**src/rtl/rrts_pkg.sv**
```systemverilog
package rrts_pkg;

   // Fixed field widths of the request and response payloads
   localparam int unsigned OP_W     = 2;
   localparam int unsigned ID_W     = 4;
   localparam int unsigned STATUS_W = 2;
   localparam int unsigned CSR_W    = 16;
   localparam int unsigned TICK_W   = 32;

   // Number of distinct task ids the id field can name
   localparam int unsigned TASK_IDS = 1 << ID_W;

   // Slice length after reset
   localparam logic [CSR_W-1:0] SLICE_RESET = 16'd10;

   // Operation codes
   localparam logic [OP_W-1:0] OP_ENQUEUE   = 2'd0;
   localparam logic [OP_W-1:0] OP_TICK      = 2'd1;
   localparam logic [OP_W-1:0] OP_YIELD     = 2'd2;
   localparam logic [OP_W-1:0] OP_TERMINATE = 2'd3;

   // Response status codes
   localparam logic [STATUS_W-1:0] STAT_DONE   = 2'd0;
   localparam logic [STATUS_W-1:0] STAT_REJECT = 2'd1;
   localparam logic [STATUS_W-1:0] STAT_FULL   = 2'd2;

   // Ring control for one transfer
   typedef struct packed {
      logic            push;
      logic            pop;
      logic [ID_W-1:0] push_id;
   } ring_ctl_type;

endpackage

```
**src/rtl/rrts_ring.sv**
```systemverilog
module rrts_ring #(
   parameter int unsigned MAX_TASKS = 16
) (
   input  logic                             clock,
   input  logic                             reset,
   input  rrts_pkg::ring_ctl_type           ctl,
   output logic [rrts_pkg::ID_W-1:0]        head_id,
   output logic [$clog2(MAX_TASKS+1)-1:0]   level_next
);

   localparam int unsigned PTR_W = $clog2(MAX_TASKS);
   localparam int unsigned LVL_W = $clog2(MAX_TASKS + 1);
   localparam logic [PTR_W-1:0] PTR_LAST = PTR_W'(MAX_TASKS - 1);

   logic [rrts_pkg::ID_W-1:0] mem [MAX_TASKS];

   logic [PTR_W-1:0]          head_ff, head_in;
   logic [PTR_W-1:0]          tail_ff, tail_in;
   logic [LVL_W-1:0]          level_ff, level_in;
   logic [rrts_pkg::ID_W-1:0] head_data_ff;

   // Advance the pointers and the fill level
   always_comb begin
      head_in = head_ff;
      tail_in = tail_ff;
      if (ctl.pop) begin
         head_in = (head_ff == PTR_LAST) ? '0 : head_ff + PTR_W'(1);
      end
      if (ctl.push) begin
         tail_in = (tail_ff == PTR_LAST) ? '0 : tail_ff + PTR_W'(1);
      end
      case ({ctl.push, ctl.pop})
         2'b10:   level_in = level_ff + LVL_W'(1);
         2'b01:   level_in = level_ff - LVL_W'(1);
         default: level_in = level_ff;
      endcase
   end

   always_ff @(posedge clock) begin
      if (reset) begin
         head_ff  <= '0;
         tail_ff  <= '0;
         level_ff <= '0;
      end else begin
         head_ff  <= head_in;
         tail_ff  <= tail_in;
         level_ff <= level_in;
      end
   end

   // Write at the tail
   always_ff @(posedge clock) begin
      if (ctl.push) begin
         mem[tail_ff] <= ctl.push_id;
      end
   end

   // Prefetch the next head entry, taking a same-cycle write first
   always_ff @(posedge clock) begin
      if (ctl.push && (tail_ff == head_in)) begin
         head_data_ff <= ctl.push_id;
      end else begin
         head_data_ff <= mem[head_in];
      end
   end

   // An empty ring can only pop the id pushed in the same transfer
   assign head_id    = (level_ff == '0) ? ctl.push_id : head_data_ff;
   assign level_next = level_in;

endmodule

```
**src/rtl/round_robin_task_scheduler_unit.sv**
```systemverilog
// Channel  Direction  Handshake              Payload
// req      in         req_valid / req_ready  req_opcode, req_task_id
// rsp      out        rsp_valid / rsp_ready  rsp_status .. rsp_tick_total
// csr      in         csr_valid / csr_ready  csr_data (slice length)
//
// Each request is decoded and applied to the scheduler state in the cycle it
// is accepted; its response sits in the output register from the next cycle.
// One request per cycle is accepted while rsp_ready is high; the ring head is
// prefetched from the ring memory so a pop never waits on a memory read.
// A stalled response holds the output register and blocks only further
// requests. Reset is synchronous: idle, empty ring, slice length 10.
module round_robin_task_scheduler_unit #(
   parameter int unsigned MAX_TASKS   = 16,
   parameter int unsigned SLICE_WIDTH = 16
) (
   input  logic                                clock,
   input  logic                                reset,
   input  logic                                req_valid,
   output logic                                req_ready,
   input  logic [rrts_pkg::OP_W-1:0]           req_opcode,
   input  logic [rrts_pkg::ID_W-1:0]           req_task_id,
   output logic                                rsp_valid,
   input  logic                                rsp_ready,
   output logic [rrts_pkg::STATUS_W-1:0]       rsp_status,
   output logic                                rsp_run_valid,
   output logic [rrts_pkg::ID_W-1:0]           rsp_run_task,
   output logic                                rsp_switched,
   output logic [rrts_pkg::ID_W-1:0]           rsp_prior_task,
   output logic [$clog2(MAX_TASKS+1)-1:0]      rsp_waiting_count,
   output logic [rrts_pkg::TICK_W-1:0]         rsp_tick_total,
   input  logic                                csr_valid,
   output logic                                csr_ready,
   input  logic [rrts_pkg::CSR_W-1:0]          csr_data
);

   localparam int unsigned LVL_W = $clog2(MAX_TASKS + 1);
   localparam int unsigned IDS   = rrts_pkg::TASK_IDS;
   localparam int unsigned ID_W  = rrts_pkg::ID_W;

   logic                        req_fire;
   logic [rrts_pkg::CSR_W-1:0]  slice_len_ff;
   logic [SLICE_WIDTH-1:0]      slice_fresh;

   logic                        run_valid_ff, run_valid_in;
   logic [ID_W-1:0]             run_task_ff, run_task_in;
   logic [SLICE_WIDTH-1:0]      slice_left_ff, slice_left_in;
   logic [SLICE_WIDTH-1:0]      slice_dec;
   logic [rrts_pkg::TICK_W-1:0] tick_ff, tick_in;
   logic [IDS-1:0]              term_ff, term_in;
   logic [IDS-1:0]              queued_ff, queued_in;

   rrts_pkg::ring_ctl_type      ring_ctl;
   logic [ID_W-1:0]             head_id;
   logic [LVL_W-1:0]            level_next;
   logic [LVL_W-1:0]            level_now;
   logic                        ring_empty;

   logic [rrts_pkg::STATUS_W-1:0] status_in;
   logic                          switched_in;
   logic [ID_W-1:0]               prior_in;
   logic                          bad_id;

   logic                          rsp_valid_ff, rsp_valid_in;
   logic [rrts_pkg::STATUS_W-1:0] rsp_status_ff;
   logic                          rsp_run_valid_ff;
   logic [ID_W-1:0]               rsp_run_task_ff;
   logic                          rsp_switched_ff;
   logic [ID_W-1:0]               rsp_prior_ff;
   logic [LVL_W-1:0]              rsp_level_ff;
   logic [rrts_pkg::TICK_W-1:0]   rsp_tick_ff;

   assign req_ready   = !rsp_valid_ff || rsp_ready;
   assign req_fire    = req_valid && req_ready;
   assign csr_ready   = 1'b1;
   assign slice_fresh = SLICE_WIDTH'(slice_len_ff);
   assign slice_dec   = slice_left_ff - SLICE_WIDTH'(1);
   assign bad_id      = (32'(req_task_id) >= MAX_TASKS);

   // Track the current fill level: after a transfer, level_next is the new one
   logic [LVL_W-1:0] level_ff;
   always_ff @(posedge clock) begin
      if (reset) begin
         level_ff <= '0;
      end else if (req_fire) begin
         level_ff <= level_next;
      end
   end
   assign level_now  = level_ff;
   assign ring_empty = (level_now == '0);

   // Slice length register
   always_ff @(posedge clock) begin
      if (reset) begin
         slice_len_ff <= rrts_pkg::SLICE_RESET;
      end else if (csr_valid && csr_ready) begin
         slice_len_ff <= csr_data;
      end
   end

   // Decode one request and work out the next scheduler state
   always_comb begin
      run_valid_in     = run_valid_ff;
      run_task_in      = run_task_ff;
      slice_left_in    = slice_left_ff;
      tick_in          = tick_ff;
      term_in          = term_ff;
      queued_in        = queued_ff;
      status_in        = rrts_pkg::STAT_DONE;
      ring_ctl.push    = 1'b0;
      ring_ctl.pop     = 1'b0;
      ring_ctl.push_id = run_task_ff;

      case (req_opcode)
         rrts_pkg::OP_ENQUEUE: begin
            ring_ctl.push_id = req_task_id;
            if (bad_id || term_ff[req_task_id] || queued_ff[req_task_id]
                || (run_valid_ff && (run_task_ff == req_task_id))) begin
               status_in = rrts_pkg::STAT_REJECT;
            end else if (level_now == LVL_W'(MAX_TASKS)) begin
               status_in = rrts_pkg::STAT_FULL;
            end else begin
               ring_ctl.push = 1'b1;
            end
         end
         rrts_pkg::OP_TICK: begin
            tick_in = tick_ff + rrts_pkg::TICK_W'(1);
            if (!run_valid_ff) begin
               ring_ctl.pop = !ring_empty;
            end else if (slice_dec == '0) begin
               ring_ctl.push = 1'b1;
               ring_ctl.pop  = 1'b1;
            end else begin
               slice_left_in = slice_dec;
            end
         end
         rrts_pkg::OP_YIELD: begin
            if (run_valid_ff && !ring_empty) begin
               ring_ctl.push = 1'b1;
               ring_ctl.pop  = 1'b1;
            end
         end
         rrts_pkg::OP_TERMINATE: begin
            if (run_valid_ff) begin
               term_in[run_task_ff] = 1'b1;
               ring_ctl.pop = !ring_empty;
               run_valid_in = !ring_empty;
            end
         end
         default: begin
            status_in = rrts_pkg::STAT_DONE;
         end
      endcase

      // Mark the pushed id, then clear the dispatched one
      if (ring_ctl.push) begin
         queued_in[ring_ctl.push_id] = 1'b1;
      end
      if (ring_ctl.pop) begin
         queued_in[head_id] = 1'b0;
         run_valid_in       = 1'b1;
         run_task_in        = head_id;
         slice_left_in      = slice_fresh;
      end

      // Hold everything when no transfer takes place
      if (!req_fire) begin
         ring_ctl.push = 1'b0;
         ring_ctl.pop  = 1'b0;
      end

      switched_in = (run_valid_ff != run_valid_in)
                    || (run_valid_ff && run_valid_in && (run_task_ff != run_task_in));
      prior_in    = (switched_in && run_valid_ff) ? run_task_ff : '0;
   end

   rrts_ring #(
      .MAX_TASKS (MAX_TASKS)
   ) u_ring (
      .clock      (clock),
      .reset      (reset),
      .ctl        (ring_ctl),
      .head_id    (head_id),
      .level_next (level_next)
   );

   // Scheduler state
   always_ff @(posedge clock) begin
      if (reset) begin
         run_valid_ff  <= 1'b0;
         run_task_ff   <= '0;
         slice_left_ff <= '0;
         tick_ff       <= '0;
         term_ff       <= '0;
         queued_ff     <= '0;
      end else if (req_fire) begin
         run_valid_ff  <= run_valid_in;
         run_task_ff   <= run_task_in;
         slice_left_ff <= slice_left_in;
         tick_ff       <= tick_in;
         term_ff       <= term_in;
         queued_ff     <= queued_in;
      end
   end

   // Response register: load on a request transfer, drop on a response transfer
   always_comb begin
      if (req_fire) begin
         rsp_valid_in = 1'b1;
      end else if (rsp_ready) begin
         rsp_valid_in = 1'b0;
      end else begin
         rsp_valid_in = rsp_valid_ff;
      end
   end

   always_ff @(posedge clock) begin
      if (reset) begin
         rsp_valid_ff <= 1'b0;
      end else begin
         rsp_valid_ff <= rsp_valid_in;
      end
   end

   always_ff @(posedge clock) begin
      if (req_fire) begin
         rsp_status_ff    <= status_in;
         rsp_run_valid_ff <= run_valid_in;
         rsp_run_task_ff  <= run_valid_in ? run_task_in : '0;
         rsp_switched_ff  <= switched_in;
         rsp_prior_ff     <= prior_in;
         rsp_level_ff     <= level_next;
         rsp_tick_ff      <= tick_in;
      end
   end

   assign rsp_valid         = rsp_valid_ff;
   assign rsp_status        = rsp_status_ff;
   assign rsp_run_valid     = rsp_run_valid_ff;
   assign rsp_run_task      = rsp_run_task_ff;
   assign rsp_switched      = rsp_switched_ff;
   assign rsp_prior_task    = rsp_prior_ff;
   assign rsp_waiting_count = rsp_level_ff;
   assign rsp_tick_total    = rsp_tick_ff;

endmodule
```
**config.mk**
```make
export PLATFORM = sky130hd
export DESIGN_NAME = round_robin_task_scheduler_unit
export DESIGN_NICKNAME = d
export VERILOG_FILES = /design/src/rtl/rrts_pkg.sv /design/src/rtl/rrts_ring.sv /design/src/rtl/round_robin_task_scheduler_unit.sv
export SDC_FILE = /design/constraint.sdc
export NUM_CORES = 1
export LEC_CHECK = 0
export BUFFER_PORTS_ARGS = -buffer_cell sky130_fd_sc_hd__buf_4
export CORE_UTILIZATION = 50
export CTS_CLUSTER_DIAMETER = 150
export CTS_CLUSTER_SIZE = 20
export DETAILED_ROUTE_END_ITERATION = 16
export GPL_ROUTABILITY_DRIVEN = 0
export PLACE_DENSITY = 0.71
export RECOVER_POWER = 100
export SLEW_MARGIN = 20
export SYNTH_ARGS = -nofsm -noshare
export SYNTH_HDL_FRONTEND = slang
export SYNTH_HIERARCHICAL = 1
export SYNTH_SLANG_ARGS = --single-unit
export TNS_END_PERCENT = 5
```
**constraint.sdc**
```tcl
create_clock -name clock -period 5 [get_ports clock]
set_clock_uncertainty 0.1 [all_clocks]
set_input_delay 0.5 -clock clock [delete_from_list [all_inputs] [get_ports clock]]
set_output_delay 0.5 -clock clock [all_outputs]
set_load 0.01 [all_outputs]
```
== Word level (Yosys, flattened, before mapping) ==
Memories as Yosys holds them, arrays and structs flattened. A register that Yosys moved wholly into a read port is not among the register bits.
Cells that the tools add are included.

* Bits in writable memories: 64
* Output and inout port bits: 52
* Logic and storage cells: 118
* Register bits: 169
* Input bits: 27
* Memories kept: 1

* $add $sub $neg: 6
* Equal/unequal tests: 12
* Bitwise operators: 5
* Reductions and logical operators: 25
* Magnitude comparators: 7
* Multiplexer cells: 42

{| class="wikitable"
|+ Memories
! name !! words !! bits a word !! read ports !! clocked after memory_dff !! write ports !! line !! RTL
|-
| u_ring.mem || 16 || 4 || 1 || 1 || 1 || rrts_ring.sv:15 || <nowiki>logic [rrts_pkg::ID_W-1:0] mem [MAX_TASKS];</nowiki>
|}

{| class="wikitable"
|+ Operators with widths
! cell !! number
|-
| 2-to-1 mux 16 bit || 6
|-
| adder 32 x 1 -> 32 bit (second input constant) || 1
|-
| 2-to-1 mux 32 bit || 1
|-
| OR 16 bit || 2
|-
| 2-to-1 mux 4 bit || 6
|-
| < comparator 4 x 5 -> 1 bit (second input constant) || 4
|-
| 2-to-1 mux 1 bit || 17
|-
| AND 16 bit || 1
|-
| logical NOT 16 bit || 1
|-
| NOT 16 bit || 1
|-
| subtractor 16 x 1 -> 16 bit (second input constant) || 1
|-
| demux 1 bit (select 4 bit) || 3
|-
| >= comparator 4 x 1 -> 1 bit (second input constant) || 3
|-
| logical NOT 5 bit || 2
|-
| one-hot mux 5 bit (2 select lines) || 1
|-
| logical AND 1 bit || 9
|-
| adder 4 x 1 -> 4 bit (second input constant) || 2
|-
| binary-select mux 1 bit (select 4 bit) || 2
|-
| equality test 4 bit (second input constant) || 2
|-
| 2-to-1 mux 2 bit || 4
|-
| equality test 2 bit (second input constant) || 3
|-
| one-hot mux 1 bit (3 select lines) || 2
|-
| nonzero test 2 bit || 3
|-
| adder 5 x 1 -> 5 bit (second input constant) || 1
|-
| 14 further kinds || 19
|}

== Longest topological paths before layout ==
Gate-level depths: netlist of run 1.

* Depth in word-level cells: 10
* Mapped depth: 24
* Gate-level depth less buffers: 19

== By module ==
Netlist of run 1, hierarchy kept.

{| class="wikitable"
|+ Modules (own cells, without submodules)
! module !! cells an instance !! times used !! sequential area each (um^2) !! area an instance (um^2)
|-
| round_robin_task_scheduler_unit || 832 || 1 || 3613.5 || 7607.3
|-
| rrts_ring || 219 || 1 || 2262.2 || 3430.8
|}

== Worst setup path before layout of run 1 ==
OpenSTA, ideal clock, no wires.

* Path kind: input -> register
* From: in rsp_ready
* To: reg, netlist name level_ff[4]
* Library setup time: 0.070 ns
* Data required time: 4.830 ns
* Arrival: 4.835 ns
* Slack: -0.006 ns
* Buffers on the path: 2
* Cell stages on the path: 16
* Cells stage by stage: nand2b_1 > nand2_1 > inv_2 > buf_1 > nand2_1 > inv_1 > ha_1 > clkbuf_1 > xor2_1 > ha_1 > a211oi_1 > or2_2 > or4_4 > nand2_1 > nand2_1 > a21oi_1

{| class="wikitable"
|+ RTL lines
! element !! line !! RTL
|-
| start, declared || round_robin_task_scheduler_unit.sv:23 || <nowiki>input logic rsp_ready,</nowiki>
|}

==> results.toml, run 1 <==
[run_status]
status = "finished, violations left"
violations = "max-capacitance violations, max-slew violations"

[synthesis]
synth-seq-cells = 237
avgSynthCellArea_um2 = 10.5
synth_largest_area_cell = "edfxtp_1"
synthArstFlopShare_pct = 0
synth_area_um2 = 11000
postSynthCellCount = 1051
ys_types = 74
yosys_warnings = 6
synth_top_area_share_pct = 30.7
synthTopCellsByCount = "124 x dfxtp_1, 113 x edfxtp_1, 111 x nor2_1, 98 x nand2_1, 51 x a21oi_1"
synth.area.top_cells = "edfxtp_1 31%, dfxtp_1 22%, nor2_1 3.8%"
syn-num-nets = 1090
ys_seq_area_share_pct = 53.2
synth_ff_type = "dfxtp_1"
synth_edf_count = 113
post-synth-top-count-cell = "dfxtp_1"

[worst_setup_path]
worstPathArrival_ns = 4.96
slowest_stage = "dfxtp_1"
crit_chain = "inv_1, ha_1, nor3b_4, nand4_1, xnor2_1, or2_2, nor2_1, nor2_1, nor2_1, buf_4, inv_1, ha_1, xor2_1, ha_1, a211oi_1, or2_2, or4_4, nand2_1, nand2_1, a21oi_1"
worstSetupPathType = "register to register"
end_kind = "register"
cp.buffers_inverters = 3
critPathRequiredTime_ns = 5.32
slowest_delay_ns = 0.44
start_kind = "register"
path_max_fanout = 10
crit_family = "simple AND/OR/NAND/NOR gates"

[global_routing]
track_usage_pct = 21.2
grt_max_degree = 91
overflow = 0
grt_antenna_before_repair = 0
grt_pass1_wl_mm = 38.2
grt_pass1_vias = 7375

[timing]
timing.final.crit_period_ns = 4.64
fmax_mhz = 215
setup_tns_ns = 0
timing.final.hold_violations = 0
report.final.slew_viol_count = 35
max_slew_margin_pct = -1.48
rsz0062_at_grt = "false"
fin_ws_ns = 0.358
timing.final.crit_share_pct = 92.8
setup_viol = 0
tightest_slew_ns = 1.52

[route]
initialDrtViolationCount = 919
postRouteAntennaNets = 0
via_per_inst = 5.78
drc = 0
wl_mm = 23.6
vias = 7966
dr.pass1.iters = 6
post_drt_wl_per_cell_um = 17.1

[clock_tree]
cts-htree-levels = 1
cts_tree = "done"
cts_num_sinks = 237
cts_root_buffer = "clkbuf_16"
cts_made_buffers = 15
clk_latency_ns = 0.50
cts_buffer_depth = 3
cts_hold_buf = 0
clk_pin_slew_ns = 0.09

[floorplanning]
start_util_pct = 51.7
die_h_um = 151
ios = 79
die_x_um = 151
design.die.area_um2 = 22700
coreArea_um2 = 21400
num_rows = 53

[pwr]
p_per_area_nw_per_um2 = 291
peakVddDrop_uv = 190
leakage_nw = 4.11
p_total_mw = 3.46

[placement]
place_ws_ns = 0.341
place_area_um2 = 11800
dp_hpwl_mm = 16.0
io_buffers = 77

[layout]
layout-drive-gt1-share_pct = 7.52
fin_area_um2 = 11900
diodes = 0
syn2layout_area_growth_pct = 7.62
finalNetCount = 1135

[run]
maxCapViolCount = 1

[min_path]
hp-class = "input port to register"
## final cells by class
type	count	area [um^2]
Clock buffer	23	405
Clock inverter	2	13.8
Fill cell	1932	9470
Inverter	41	154
Multi-Input combinational cell	710	4620
Sequential cell	237	5880
Tap cell	275	344
Timing Repair Buffer	91	465
## through the flow
stage / std cells / utilization (%) / hold slack [ns]
4_1_cts: 1378 / 57.0 / 0.110
5_1_grt: 1379 / 55.6 / 0.117
6_report: 1379 / 55.6 / 0.121
3_3_place_gp: 1353 / 55.0 / 0.348
3_5_place_dp: 1353 / 55.0 / 0.358
2_1_floorplan: 1051 / - / 0.336
## power breakdown
group | internal [mW] | switching, mW | total (mW)
clock network | 0.567 | 0.625 | 1.19
logic | 0.0644 | 0.129 | 0.193
registers | 2.06 | 0.0181 | 2.08
total | 2.69 | 0.772 | 3.46
## sequential cells by signal (all words and copies together), names as in the netlist, 5 cells and up, named ones only
| register | count |
|---|---|
| level_ff | 5 |
| queued_ff | 16 |
| rsp_tick_total | 32 |
| rsp_waiting_count | 5 |
| slice_fresh | 16 |
| slice_left_ff | 16 |
| term_ff | 16 |
| tick_ff | 32 |
| u_ring/level_ff | 5 |
| u_ring/mem | 64 |
## per-layer routing
layer | global-route usage (%) | vias to the layer above | part of all wire (%)
met5 | 0 | - | 0
met4 | 5.35 | 0 | 1.6
met3 | 2.61 | 34 | 6.3
met2 | 33.0 | 270 | 45
met1 | 31.3 | 3816 | 47
li1 | - | 3846 | -
## cell families (layout without fill, tap and decap cells)
group | after synthesis | count (layout) | share of synthesized area, %
xor gates and xnor gates | 70 | 70 | 5.55
other | 1 | 1 | 0.0340
AOI/OAI and AO/OA | 173 | 173 | 10.1
and+or+nand+nor | 396 | 396 | 18.2
muxes | 58 | 58 | 7.35
buffers and inverters | 104 | 157 | 4.18
adders and majority gates | 12 | 12 | 1.36
DFF | 237 | 237 | 53.2
## repair_timing
| item | 4_1_cts | 5_1_grt |
|---|---|---|
| gates resized for setup | 0 | 1 |
| endpoints found under the setup margin | 0 | 2 |
| buffers inserted | 0 | 1 |
## path summary, 6_finish.rpt
| path | to | cells after the start | from | slack (ns) |
|---|---|---|---|---|
| min reg2reg | level_ff[1] | 2 | level_ff[1] | 0.37 |
| max reg2reg | level_ff[4] | 20 | slice_left_ff[0] | 0.36 |
| max | level_ff[4] | 20 | slice_left_ff[0] | 0.36 |
| min | slice_fresh[1] | 3 | csr_data[1] | 0.12 |
## tightest hold or removal path, delay by kind of cell
| kind | cells | cell delay (ns) |
|---|---|---|
| buf+inv | 1 | 0.08 |
| simple gates | 1 | 0.06 |
| mux | 1 | 0.05 |
## cells in the final DEF (no fill, tap or decap), types with 3 or more instances in the layout
cell and n:
inv_1 41, o2bb2ai_1 3, o21ai_0 49, edfxtp_1 113, or3_1 13, nand3_1 38
nor4b_1 4, nor2_1 111, a221oi_1 22, a2111oi_0 3, a21oi_1 50, nor2b_1 14
nand2b_1 4, clkbuf_16 15, nor4_1 9, nand2_1 98, nand4_1 16, a21o_1 3
o21a_1 3, a31oi_1 8, nor3b_1 3, xor2_1 34, and3_1 5, or2_2 4
nor3_1 46, o211ai_1 3, mux2i_1 36, clkbuf_1 66, mux4_2 18, and2_0 17
buf_4 33, xnor2_1 36, a22o_1 4, dfxtp_1 124, ha_1 12
Note: power is estimated with default switching activity, not from simulation.
==> run 2, diff against run 1 <==
HOLD_SLACK_MARGIN = 0.05   (was unset)
PLACE_DENSITY = 0.68   (was 0.71)
clock period = 5.65 ns   (was 5 ns; I/O delays follow)
==> run 2 against run 1 <==
Net effect: the run still ends with max-capacitance violations, max-slew violations left; wire length down 2.7%; die area unchanged; combinational power fell by 10%; worst setup slack gained 0.38 ns; first-iteration DRC count fell by 34%; final cell count is 0.36% lower; sequential power is 12% lower; flip-flop and latch count unchanged; sequential share of layout area about the same; critical path depth fell by 1; power fell by 12%; highest routed layer unchanged; core utilization shrank 0.053 points; critical endpoint unchanged.
==> results.toml, run 2 (same netlist as run 1, synthesis figures left out) <==
[run_status]
status = "finished, violations left"
violations = "max-capacitance violations, max-slew violations"

[clock_tree]
clk_pin_slew_ns = 0.08
cts-htree-levels = 1
cts_num_sinks = 237
cts_resized = 0
cts_buffer_depth = 3
clk_latency_ns = 0.48
cts_setup_buffers = 0
cts_hold_buf = 0
cts_made_buffers = 15
cts_tree = "done"
cts_root_buffer = "clkbuf_16"

[layout]
top_register = "u_ring/mem"
final.fill_count = 1924
diodes = 0
layout_commonest_cell = "dfxtp_1"
layout-drive-gt1-share_pct = 7.55
instances_no_fill = 1374
layout_common_cells = "124 x dfxtp_1, 113 x edfxtp_1, 111 x nor2_1, 98 x nand2_1, 64 x clkbuf_1"
finalNetCount = 1131
largest_register_ffs = 64
syn2layout_area_growth_pct = 7.52

[route]
dr.pass1.iters = 6
post_drt_wl_per_cell_um = 16.7
initialDrtViolationCount = 610
wl_mm = 23.0
via_per_inst = 5.66
drc = 0
postRouteAntennaNets = 0
vias = 7783

[pwr]
clkPwrFrac_pct = 34.0
combPwrFrac_pct = 5.7
p_per_area_nw_per_um2 = 257
switching_share_pct = 22.0
leakage_nw = 4.10
p_total_mw = 3.05
p_sw_uw = 669
p_seq_share_pct = 60.3
peakVddDrop_uv = 218
internal_power_mw = 2.38

[timing]
worst_hold_slack_ns = 0.196
report.final.slew_viol_count = 119
setup_tns_ns = 0
max_slew_margin_pct = -102
timing.final.hold_violations = 0
timing.final.crit_period_ns = 4.91
setup_viol = 0
tightest_slew_ns = 3.04
rsz0062_at_grt = "false"
timing.final.crit_share_pct = 86.9
fmax_mhz = 204

[worst_setup_path]
critPathRequiredTime_ns = 5.93
path_max_fanout = 10
r2r_start = "slice_left_ff[0]"
slowest_delay_ns = 0.48
rrSetupSlack_ns = 0.74
r2r-end = "level_ff[4]"
end_kind = "register"
r2r_cells = 19
slowest_stage = "nor3b_2"
worstPathArrival_ns = 5.19
startpoint = "slice_left_ff[0]"
worstSetupPathType = "register to register"
start_kind = "register"
crit_chain = "inv_1, ha_1, nor3b_2, nand4_1, xnor2_1, or2_2, nor2_1, nor2_1, nor2_1, inv_1, ha_1, xor2_1, ha_1, a211oi_1, or2_2, or4_1, nand2_1, nand2_1, a21oi_1"
endpoint = "level_ff[4]"

[floorplanning]
die_h_um = 151
design.die.area_um2 = 22700
start_util_pct = 51.7
num_rows = 53
ios = 79
coreArea_um2 = 21400
die_x_um = 151

[global_routing]
grt_pass1_vias = 7120
grt_antenna_before_repair = 0
grt_pass1_wl_mm = 37.3
track_usage_pct = 20.9
grt_max_degree = 74
overflow = 0

[run]
maxCapViolCount = 2

[min_path]
hp-class = "input port to register"

[placement]
place_inst = 1350
dp_hpwl_mm = 15.7
io_buffers = 77
==> run 2: final cells by class <==
| class | count | area [um^2] | area share (%) |
|---|---|---|---|
| Tap cell | 275 | 344 | 2.90 |
| Multi-Input combinational cell | 710 | 4640 | 39.1 |
| Inverter | 41 | 154 | 1.30 |
| Clock buffer | 23 | 405 | 3.42 |
| Timing Repair Buffer | 87 | 443 | 3.73 |
| Clock inverter | 1 | 5.00 | 0.0422 |
| Sequential cell | 237 | 5880 | 49.5 |
==> run 2: per-stage QoR <==
step	setup WS (ns)	utilization (%)	instance area (um^2)
6_report	0.738	55.6	11900
4_1_cts	0.795	56.9	12100
3_3_place_gp	0.918	54.9	11700
2_1_floorplan	0.579	-	11000
3_5_place_dp	0.827	54.9	11700
5_1_grt	0.257	55.6	11900
==> run 2: worst max-delay path: cells and delay by family, from the launching register on <==
family / cells / cell delay [ns]
AO/OA/AOI/OAI: 2 / 0.21
adder cells (fa/ha/maj): 3 / 0.86
XOR/XNOR: 2 / 0.37
AND/OR/NAND/NOR: 10 / 2.51
flip-flops: 1 / 0.43
buffers and inverters: 2 / 0.33
==> run 2: how the worst min path moves through the flow <==
stage,startpoint,endpoint,slack [ns],depth (start not counted)
finish,csr_data[3],slice_fresh[3],0.20,3
global route,csr_data[3],slice_fresh[3],0.19,3
global placement,level_ff[1],level_ff[1],0.34,2
detailed placement,level_ff[1],level_ff[1],0.35,2
floorplan,level_ff[3],level_ff[3],0.34,2
CTS,csr_data[3],slice_fresh[3],0.19,3
==> run 2: power groups by stage <==
| stage | Clock (mW) | Sequential, mW | Combinational (mW) |
|---|---|---|---|
| 6_report | 1.04 | 1.84 | 0.173 |
| 4_1_cts | 1.06 | 1.84 | 0.189 |
| 3_3_place_gp | 0 | 1.88 | 0.186 |
| 3_5_place_dp | 0 | 1.88 | 0.189 |
| 5_1_grt | 1.13 | 1.84 | 0.191 |
| 2_1_floorplan | 0 | 1.88 | 0.107 |
==> run 2: metal layers <==
layer | global-route usage (%) | vias up | routed length [um]
met2 | 32.2 | 202 | 10100
met4 | 3.85 | 0 | 318
met3 | 2.42 | 25 | 1290
li1 | - | 3844 | -
met1 | 31.6 | 3712 | 11200
met5 | 0 | - | 0
